$ cat src/smpd_pkg.sv
// Shared types and constants for the serial mouse packet decoder.
`default_nettype none

package smpd_pkg;

    localparam int BYTE_W = 8;
    localparam int DELTA_W = 8;
    localparam int SENS_W = 8;
    localparam int PROD_W = DELTA_W + SENS_W + 1;
    localparam int BTN_W = 3;
    localparam int OUT_POS_W = 32;

    localparam int QUEUE_DEPTH = 2;
    localparam int QUEUE_PTR_W = $clog2(QUEUE_DEPTH);
    localparam int QUEUE_CNT_W = QUEUE_PTR_W + 1;

    localparam int OP_W = 2;
    localparam logic [OP_W-1:0] OP_NONE   = 2'd0;
    localparam logic [OP_W-1:0] OP_HEADER = 2'd1;
    localparam logic [OP_W-1:0] OP_MOVE   = 2'd2;
    localparam logic [OP_W-1:0] OP_MIDDLE = 2'd3;

    typedef struct packed {
        logic [OP_W-1:0]          op;
        logic [1:0]               lr;
        logic                     mid;
        logic signed [PROD_W-1:0] dx;
        logic signed [PROD_W-1:0] dy;
    } t_cmd;

endpackage

`default_nettype wire

$ cat src/smpd_front.sv
// Front end: tracks the byte position, stores packet bytes and scales the deltas.
`default_nettype none

module smpd_front (
    input  wire                                 i_clk,
    input  wire                                 i_rst_n,
    input  wire                                 i_cfg_valid,
    input  wire  [smpd_pkg::SENS_W-1:0]         i_cfg_data,
    input  wire                                 i_rx_valid,
    input  wire  [smpd_pkg::BYTE_W-1:0]         i_rx_byte,
    input  wire                                 i_full,
    output logic                                o_rx_stall,
    output logic                                o_push,
    output smpd_pkg::t_cmd                      o_cmd
);

    localparam logic [2:0] POS_HEADER = 3'd0;
    localparam logic [2:0] POS_SECOND = 3'd1;
    localparam logic [2:0] POS_THIRD  = 3'd2;
    localparam logic [2:0] POS_FOURTH = 3'd3;
    localparam logic [2:0] POS_LONG   = 3'd4;

    logic [2:0]                     r_pos;
    logic [2:0]                     n_pos;
    logic [smpd_pkg::BYTE_W-1:0]    r_header;
    logic [smpd_pkg::BYTE_W-1:0]    r_second;
    logic [smpd_pkg::SENS_W-1:0]    r_sens;
    logic [2:0]                     w_pos;
    logic signed [smpd_pkg::DELTA_W-1:0] w_dx;
    logic signed [smpd_pkg::DELTA_W-1:0] w_dy;
    logic signed [smpd_pkg::SENS_W:0]    w_sens;

    assign o_rx_stall = i_full;
    assign o_push     = i_rx_valid && !i_full;
    assign w_pos      = i_rx_byte[6] ? POS_HEADER : r_pos;
    assign n_pos      = (w_pos == POS_LONG) ? POS_LONG : w_pos + 3'd1;

    assign w_dx   = {r_header[1:0], r_second[5:0]};
    assign w_dy   = {r_header[3:2], i_rx_byte[5:0]};
    assign w_sens = {1'b0, r_sens};

    always_comb begin
        o_cmd.op  = smpd_pkg::OP_NONE;
        o_cmd.lr  = i_rx_byte[5:4];
        o_cmd.mid = i_rx_byte[5];
        o_cmd.dx  = smpd_pkg::PROD_W'(w_dx) * smpd_pkg::PROD_W'(w_sens);
        o_cmd.dy  = smpd_pkg::PROD_W'(w_dy) * smpd_pkg::PROD_W'(w_sens);
        unique case (w_pos)
            POS_HEADER: o_cmd.op = smpd_pkg::OP_HEADER;
            POS_SECOND: o_cmd.op = smpd_pkg::OP_NONE;
            POS_THIRD:  o_cmd.op = smpd_pkg::OP_MOVE;
            POS_FOURTH: o_cmd.op = smpd_pkg::OP_MIDDLE;
            default:    o_cmd.op = smpd_pkg::OP_NONE;
        endcase
    end

    always_ff @(posedge i_clk) begin
        if (!i_rst_n) begin
            r_pos    <= POS_HEADER;
            r_header <= '0;
            r_second <= '0;
            r_sens   <= smpd_pkg::SENS_W'(1);
        end else begin
            if (i_cfg_valid) begin
                r_sens <= i_cfg_data;
            end
            if (o_push) begin
                r_pos <= n_pos;
                if (w_pos == POS_HEADER) begin
                    r_header <= i_rx_byte;
                end
                if (w_pos == POS_SECOND) begin
                    r_second <= i_rx_byte;
                end
            end
        end
    end

endmodule

`default_nettype wire

$ cat src/smpd_fifo.sv
// Short command queue between the front end and the back end.
`default_nettype none

module smpd_fifo (
    input  wire                 i_clk,
    input  wire                 i_rst_n,
    input  wire                 i_push,
    input  smpd_pkg::t_cmd      i_cmd,
    input  wire                 i_pop,
    output logic                o_full,
    output logic                o_empty,
    output smpd_pkg::t_cmd      o_cmd
);

    localparam logic [smpd_pkg::QUEUE_CNT_W-1:0] CNT_FULL =
        smpd_pkg::QUEUE_CNT_W'(smpd_pkg::QUEUE_DEPTH);
    localparam logic [smpd_pkg::QUEUE_PTR_W-1:0] PTR_LAST =
        smpd_pkg::QUEUE_PTR_W'(smpd_pkg::QUEUE_DEPTH - 1);

    smpd_pkg::t_cmd                      r_mem [smpd_pkg::QUEUE_DEPTH];
    logic [smpd_pkg::QUEUE_PTR_W-1:0]    r_wr_ptr;
    logic [smpd_pkg::QUEUE_PTR_W-1:0]    r_rd_ptr;
    logic [smpd_pkg::QUEUE_CNT_W-1:0]    r_count;
    logic                                w_push;
    logic                                w_pop;

    assign o_full  = (r_count == CNT_FULL);
    assign o_empty = (r_count == '0);
    assign o_cmd   = r_mem[r_rd_ptr];
    assign w_push  = i_push && !o_full;
    assign w_pop   = i_pop && !o_empty;

    always_ff @(posedge i_clk) begin
        if (w_push) begin
            r_mem[r_wr_ptr] <= i_cmd;
        end
    end

    always_ff @(posedge i_clk) begin
        if (!i_rst_n) begin
            r_wr_ptr <= '0;
            r_rd_ptr <= '0;
            r_count  <= '0;
        end else begin
            if (w_push) begin
                r_wr_ptr <= (r_wr_ptr == PTR_LAST) ? '0 : r_wr_ptr + 1'b1;
            end
            if (w_pop) begin
                r_rd_ptr <= (r_rd_ptr == PTR_LAST) ? '0 : r_rd_ptr + 1'b1;
            end
            case ({w_push, w_pop})
                2'b10:   r_count <= r_count + 1'b1;
                2'b01:   r_count <= r_count - 1'b1;
                default: r_count <= r_count;
            endcase
        end
    end

    a_no_push_when_full: assert property (@(posedge i_clk) disable iff (!i_rst_n)
        !(i_push && o_full))
        else $error("command queue written while full");

endmodule

`default_nettype wire

$ cat src/smpd_back.sv
// Back end: applies queued commands to the buttons and position accumulators.
`default_nettype none

module smpd_back #(
    parameter int POSITION_WIDTH = 32
) (
    input  wire                                 i_clk,
    input  wire                                 i_rst_n,
    input  wire                                 i_empty,
    input  smpd_pkg::t_cmd                      i_cmd,
    output logic                                o_pop,
    input  wire                                 i_res_stall,
    output logic                                o_res_valid,
    output logic [smpd_pkg::BTN_W-1:0]          o_buttons,
    output logic signed [smpd_pkg::OUT_POS_W-1:0] o_pos_x,
    output logic signed [smpd_pkg::OUT_POS_W-1:0] o_pos_y,
    output logic                                o_packet_done
);

    logic [smpd_pkg::BTN_W-1:0]     r_buttons;
    logic [POSITION_WIDTH-1:0]      r_acc_x;
    logic [POSITION_WIDTH-1:0]      r_acc_y;
    logic                           r_done;
    logic                           r_valid;
    logic [POSITION_WIDTH-1:0]      w_dx_ext;
    logic [POSITION_WIDTH-1:0]      w_dy_ext;

    generate
        if (POSITION_WIDTH > smpd_pkg::PROD_W) begin : g_ext
            assign w_dx_ext = {{(POSITION_WIDTH - smpd_pkg::PROD_W){i_cmd.dx[smpd_pkg::PROD_W-1]}},
                               i_cmd.dx};
            assign w_dy_ext = {{(POSITION_WIDTH - smpd_pkg::PROD_W){i_cmd.dy[smpd_pkg::PROD_W-1]}},
                               i_cmd.dy};
        end else begin : g_trunc
            assign w_dx_ext = i_cmd.dx[POSITION_WIDTH-1:0];
            assign w_dy_ext = i_cmd.dy[POSITION_WIDTH-1:0];
        end
        if (POSITION_WIDTH >= smpd_pkg::OUT_POS_W) begin : g_out_wide
            assign o_pos_x = r_acc_x[smpd_pkg::OUT_POS_W-1:0];
            assign o_pos_y = r_acc_y[smpd_pkg::OUT_POS_W-1:0];
        end else begin : g_out_narrow
            assign o_pos_x = {{(smpd_pkg::OUT_POS_W - POSITION_WIDTH){1'b0}}, r_acc_x};
            assign o_pos_y = {{(smpd_pkg::OUT_POS_W - POSITION_WIDTH){1'b0}}, r_acc_y};
        end
    endgenerate

    assign o_pop         = !i_empty && (!r_valid || !i_res_stall);
    assign o_res_valid   = r_valid;
    assign o_buttons     = r_buttons;
    assign o_packet_done = r_done;

    always_ff @(posedge i_clk) begin
        if (!i_rst_n) begin
            r_buttons <= '0;
            r_acc_x   <= '0;
            r_acc_y   <= '0;
            r_done    <= 1'b0;
            r_valid   <= 1'b0;
        end else begin
            if (o_pop) begin
                r_valid <= 1'b1;
                r_done  <= (i_cmd.op == smpd_pkg::OP_MOVE);
                unique case (i_cmd.op)
                    smpd_pkg::OP_HEADER: r_buttons[1:0] <= i_cmd.lr;
                    smpd_pkg::OP_MOVE: begin
                        r_acc_x <= r_acc_x + w_dx_ext;
                        r_acc_y <= r_acc_y + w_dy_ext;
                    end
                    smpd_pkg::OP_MIDDLE: r_buttons[2] <= i_cmd.mid;
                    default: r_buttons <= r_buttons;
                endcase
            end else if (!i_res_stall) begin
                r_valid <= 1'b0;
            end
        end
    end

    a_done_on_move: assert property (@(posedge i_clk) disable iff (!i_rst_n)
        o_pop && (i_cmd.op == smpd_pkg::OP_MOVE) |=> o_res_valid && o_packet_done)
        else $error("movement command did not produce a done result");

    a_pos_hold: assert property (@(posedge i_clk) disable iff (!i_rst_n)
        o_pop && (i_cmd.op != smpd_pkg::OP_MOVE) |=> $stable(r_acc_x) && $stable(r_acc_y))
        else $error("position changed without a movement command");

    a_middle_kept: assert property (@(posedge i_clk) disable iff (!i_rst_n)
        o_pop && (i_cmd.op == smpd_pkg::OP_HEADER) |=> $stable(r_buttons[2]))
        else $error("header changed the middle button");

    a_middle_set: assert property (@(posedge i_clk) disable iff (!i_rst_n)
        o_pop && (i_cmd.op == smpd_pkg::OP_MIDDLE) |=> r_buttons[2] == $past(i_cmd.mid))
        else $error("fourth byte did not update the middle button");

endmodule

`default_nettype wire

$ cat src/serial_mouse_packet_decoder.sv
// Top level of the serial mouse packet decoder.
// The receive channel (i_rx_valid, i_rx_byte, o_rx_stall) takes one byte
// from the serial mouse per transfer. Every byte gives exactly one result
// transfer on the output channel (o_res_valid, buttons, positions and
// o_packet_done, with i_res_stall from the receiver).
// A byte with bit 6 set starts a packet; the third byte of a packet moves
// the X and Y positions by the deltas times the sensitivity and flags
// o_packet_done, and a fourth byte sets the middle button.
// The configuration channel (i_cfg_valid, i_cfg_data, o_cfg_ready) writes
// the sensitivity and is always ready; write it only while no result is
// pending.
// A result is registered after its byte is accepted: the byte enters
// the two-entry command queue when accepted and the back end registers
// the result when it takes the command from the queue.
// Throughput is one byte per cycle while the receiver does not stall.
// When the receiver stalls, the result holds, the queue fills and then
// o_rx_stall rises until a result is taken.
// Reset clears the packet state, buttons and positions and sets the
// sensitivity to one.
`default_nettype none

module serial_mouse_packet_decoder #(
    parameter int POSITION_WIDTH = 32
) (
    input  wire                                 i_clk,
    input  wire                                 i_rst_n,
    input  wire                                 i_cfg_valid,
    output logic                                o_cfg_ready,
    input  wire  [smpd_pkg::SENS_W-1:0]         i_cfg_data,
    input  wire                                 i_rx_valid,
    output logic                                o_rx_stall,
    input  wire  [smpd_pkg::BYTE_W-1:0]         i_rx_byte,
    output logic                                o_res_valid,
    input  wire                                 i_res_stall,
    output logic [smpd_pkg::BTN_W-1:0]          o_buttons,
    output logic signed [smpd_pkg::OUT_POS_W-1:0] o_pos_x,
    output logic signed [smpd_pkg::OUT_POS_W-1:0] o_pos_y,
    output logic                                o_packet_done
);

    logic           w_push;
    logic           w_pop;
    logic           w_full;
    logic           w_empty;
    smpd_pkg::t_cmd w_cmd_in;
    smpd_pkg::t_cmd w_cmd_out;

    assign o_cfg_ready = 1'b1;

    smpd_front u_front (
        .i_clk       (i_clk),
        .i_rst_n     (i_rst_n),
        .i_cfg_valid (i_cfg_valid),
        .i_cfg_data  (i_cfg_data),
        .i_rx_valid  (i_rx_valid),
        .i_rx_byte   (i_rx_byte),
        .i_full      (w_full),
        .o_rx_stall  (o_rx_stall),
        .o_push      (w_push),
        .o_cmd       (w_cmd_in)
    );

    smpd_fifo u_fifo (
        .i_clk   (i_clk),
        .i_rst_n (i_rst_n),
        .i_push  (w_push),
        .i_cmd   (w_cmd_in),
        .i_pop   (w_pop),
        .o_full  (w_full),
        .o_empty (w_empty),
        .o_cmd   (w_cmd_out)
    );

    smpd_back #(
        .POSITION_WIDTH (POSITION_WIDTH)
    ) u_back (
        .i_clk         (i_clk),
        .i_rst_n       (i_rst_n),
        .i_empty       (w_empty),
        .i_cmd         (w_cmd_out),
        .o_pop         (w_pop),
        .i_res_stall   (i_res_stall),
        .o_res_valid   (o_res_valid),
        .o_buttons     (o_buttons),
        .o_pos_x       (o_pos_x),
        .o_pos_y       (o_pos_y),
        .o_packet_done (o_packet_done)
    );

endmodule

`default_nettype wire
$ cat config.mk
export PLATFORM = sky130hd
export DESIGN_NAME = serial_mouse_packet_decoder
export DESIGN_NICKNAME = d
export VERILOG_FILES = /design/src/smpd_pkg.sv /design/src/smpd_front.sv /design/src/smpd_fifo.sv /design/src/smpd_back.sv /design/src/serial_mouse_packet_decoder.sv
export SDC_FILE = /design/constraint.sdc
export NUM_CORES = 1
export LEC_CHECK = 0
export BUFFER_PORTS_ARGS = -buffer_cell sky130_fd_sc_hd__buf_2
export CORE_UTILIZATION = 40
export CTS_CLUSTER_DIAMETER = 150
export DETAILED_ROUTE_END_ITERATION = 16
export PLACE_DENSITY = 0.63
export SLEW_MARGIN = 20
export SYNTH_ARGS = -nofsm -noshare
export SYNTH_HDL_FRONTEND = slang
export SYNTH_SLANG_ARGS = --single-unit
$ cat constraint.sdc
create_clock -name i_clk -period 5.43 [get_ports i_clk]
set_input_delay 0.2715 -clock i_clk [delete_from_list [all_inputs] [get_ports i_clk]]
set_output_delay 0.2715 -clock i_clk [all_outputs]
set_load 0.03 [all_outputs]
==> flow_summary.ini <==
[die]
die-area_sq_um = 35000
initial_core_util_pct = 40.8
std_cell_rows = 67
core_sq_um = 33600
io-pin-count = 92
dieWidth_microns = 187
die_h_microns = 187

[clock_tree]
cts-htree-levels = 4
cts_tree = built
clkTransAtPathRegs_ps = 70
cts_sinks = 171
numCtsBuffers = 17
clkLatencyLatePin_ps = 430
post_cts_resized = 0
clockBufferDepth = 2
postCtsSetupRepairBufs = 0
cts_hold_buf = 0
cts_root_buffer = clkbuf_16

[route]
wl_met1_microns = 14700
avgViaCountPerCell = 5.19
drt-pass1-iter-count = 5
wl_per_cell_microns = 14.9
dr_wl_met3_microns = 1350
wl_met2_microns = 13700
highest-signal-layer = met5
ant_nets = 0
finalWirelength_microns = 30000
first_iter_violations = 485
vias = 10470
drc = 0

[worst_setup_path]
r2r_setup_slack_ps = 350
critPathLaunchType = register
worstSetupStartpoint = u_front.r_sens[1]$_SDFFE_PN0P_
crit_path_end_kind = register
crit_type = register to register
reg2reg_to = u_fifo.r_mem[1][33]$_DFFE_PP_
worstPathRequired_ps = 5590
timing.rr.start = u_front.r_sens[1]$_SDFFE_PN0P_
worstPathMaxFanout = 10
r2r_cells = 18
cp.arrival_ps = 5240

[synth]
synthAdderAreaFrac_pct = 25.1
synthDistinctLibCells = 70
yosys.area_share.simple_pct = 16.5
synth_xor_area_share_pct = 4.34
synth_top_area_share_pct = 16.6
muxShareOfSynthArea_pct = 4.82
ys_ff_latch = 171
syn_area_per_cell_sq_um = 9.23
synth_enable_flop_cells = 76
synth_compound_area_share_pct = 13.4
yosys-top-cells-area = edfxtp_1 17%, ha_1 14%, dfxtp_1 14%, fa_1 11%, nand2_1 4.8%
synth_top_flop_cell = dfxtp_1
ys_warn_count = 0
synthesis.instances = 1487
synth_nets = 1738
synth.most_common_cell = nand2_1
synth_commonest_cells = 175 x nand2_1, 154 x ha_1, 137 x inv_1
synth_top_family_by_area = adder cells
ys_async_sr_fraction_pct = 0
synth_largest_area_cell = edfxtp_1
syn-cell-area_sq_um = 13700
ys_seq_area_share_pct = 30.5

[sta]
slew_viol_final = 0
worstMarginPinSlew_ps = 880
period_needed_ps = 5080
setup_violations = 0
fin_ws_ps = 352
timing.final.crit_share_pct = 93.5
fmax_mhz = 197
rsz0062_at_grt = false
setup_tns_ps = 0
finalHoldViolations = 0
maxSlewHeadroom_pct = 41.2
skew_ps = 16.3

[global_routing]
grt_max_degree = 53
track_usage_pct = 17.5
grt_pass1_vias = 10414
grt_first_pass_wirelength_microns = 50600
antenna_found_initial = 1
grt-ovfl-total = 0

[pwr]
p_clk_share_pct = 25.1
power_density_nw_per_um2 = 320
pwr-share-seq_pct = 34.6
vdd_drop_max_v = 0.000157
internal_power_mw = 3.03
swShare_pct = 38.0
finalPower_mw = 4.88
pwr-share-comb_pct = 40.3
p_sw_mw = 1.86
p_leak_nw = 7.25

[min_path]
hold_path.class = primary input to register
min_delay_path_depth = 3
hp-start = i_cfg_data[6]
hold_end = u_front.r_sens[6]$_SDFFE_PN0P_

[final_layout]
drive_above_1_share_pct = 11.9
syn2layout_area_growth_pct = 11.3
fillers = 3235
layout.nets = 1807
num_antenna_cells = 0

[placement]
dp_hpwl_microns = 22600
dpl_worst_slack_ps = 382
gp_congestion = 0.858
io_buffers = 89

[job]
drv_cap = 0

[run_status]
status = complete, no violations
## stage by stage
stage | utilization, % | cell area, sq um | instances | hold slack, ps
after CTS | 45.3 | 15200 | 2016 | 58.3
after global placement | 43.6 | 14700 | 1984 | 442
after detailed placement | 43.6 | 14700 | 1984 | 447
after global routing | 45.4 | 15300 | 2017 | 73.4
final | 45.4 | 15300 | 2017 | 83.2
after floorplan | - | 13700 | 1487 | 370
## cell type report
class	instances	area [sq um]	area share, %
repair buffers	106	593	3.88
clock inverters	10	73.8	0.484
clock buffers	22	508	3.33
well taps	448	561	3.67
flip-flops and latches	171	4190	27.4
inverters	137	514	3.37
multi-input cells	1123	8830	57.8
## cells by family (layout without fill, tap and decap cells)
logic type,after synthesis,after routing
muxes,62,62
DFF,171,171
xor gates and xnor gates,68,68
buffers and inverters,193,275
and+or+nand+nor,469,469
AOI/OAI and AO/OA,293,293
adders and majority gates,230,230
other,1,1
## power groups by stage
stage	combinational, mW	sequential [mW]	clock [mW]
floorplan	1.50	1.73	0
global placement	1.93	1.71	0
detailed placement	1.96	1.72	0
CTS	1.97	1.69	1.26
global route	2.21	1.71	1.31
finish	1.97	1.69	1.22
## sequential cells by signal, indices dropped and copies added (netlist names), named ones only
signal,count
u_back.o_pos_x,32
u_back.o_buttons,3
u_back.o_packet_done,1
u_back.o_pos_y,32
u_fifo.r_wr_ptr,1
u_fifo.r_rd_ptr,1
u_front.r_header,4
u_back.o_res_valid,1
u_fifo.r_mem,76
u_front.r_sens,8
u_fifo.r_count,2
u_front.r_pos,3
u_front.r_second,6
## layer usage
metal  global-route usage (%)  vias up
met1                     23.6     5007
met4                     4.10        2
met3                     3.13       21
met5                        0        -
li1                         -     5257
met2                     29.1      183
## layout by cell type (no fill, tap or decap), types with 5 or more instances in the layout
master     instances
edfxtp_1          76
and3_1             9
mux2_2            33
xor2_1            26
a21oi_1          123
dfxtp_1           94
nand3_1           28
and2_1            85
nand2_1          175
nor3_1            16
clkbuf_16         20
o21a_1            14
nor2_1            84
o21ai_0           52
buf_4             16
nand2b_1          15
o211ai_1           5
ha_1             154
a211o_1            5
xnor2_1           42
or3_1             10
fa_1              76
nand3b_1           5
a211oi_1           8
inv_1            136
mux2i_1           29
nor2b_1           11
buf_2             89
nand4_1           10
a21o_1            39
## worst max-delay path: stages (launching register included)
cell     delay (ps)
dfxtp_1         490
buf_4           250
nand2_1          90
fa_1            420
inv_1            80
fa_1            390
inv_1            80
fa_1            430
fa_1            540
inv_1            40
ha_1            320
a21oi_1         130
o21ai_0         150
a21o_1          210
a21o_1          200
a21o_1          200
a41o_1          270
o41a_1          340
xnor2_1         160
## worst max path at each step
| stage | end | cells after the start | slack (ps) |
|---|---|---|---|
| after floorplan | u_fifo.r_mem[0][33]$_DFFE_PP_ | 18 | 530 |
| after global placement | u_fifo.r_mem[0][16]$_DFFE_PP_ | 18 | 400 |
| after detailed placement | u_fifo.r_mem[0][33]$_DFFE_PP_ | 18 | 380 |
| after CTS | u_fifo.r_mem[1][33]$_DFFE_PP_ | 18 | 320 |
| after global routing | u_fifo.r_mem[1][33]$_DFFE_PP_ | 18 | 60 |
| final | u_fifo.r_mem[1][33]$_DFFE_PP_ | 18 | 350 |
Note: power is estimated with default switching activity, not from simulation.
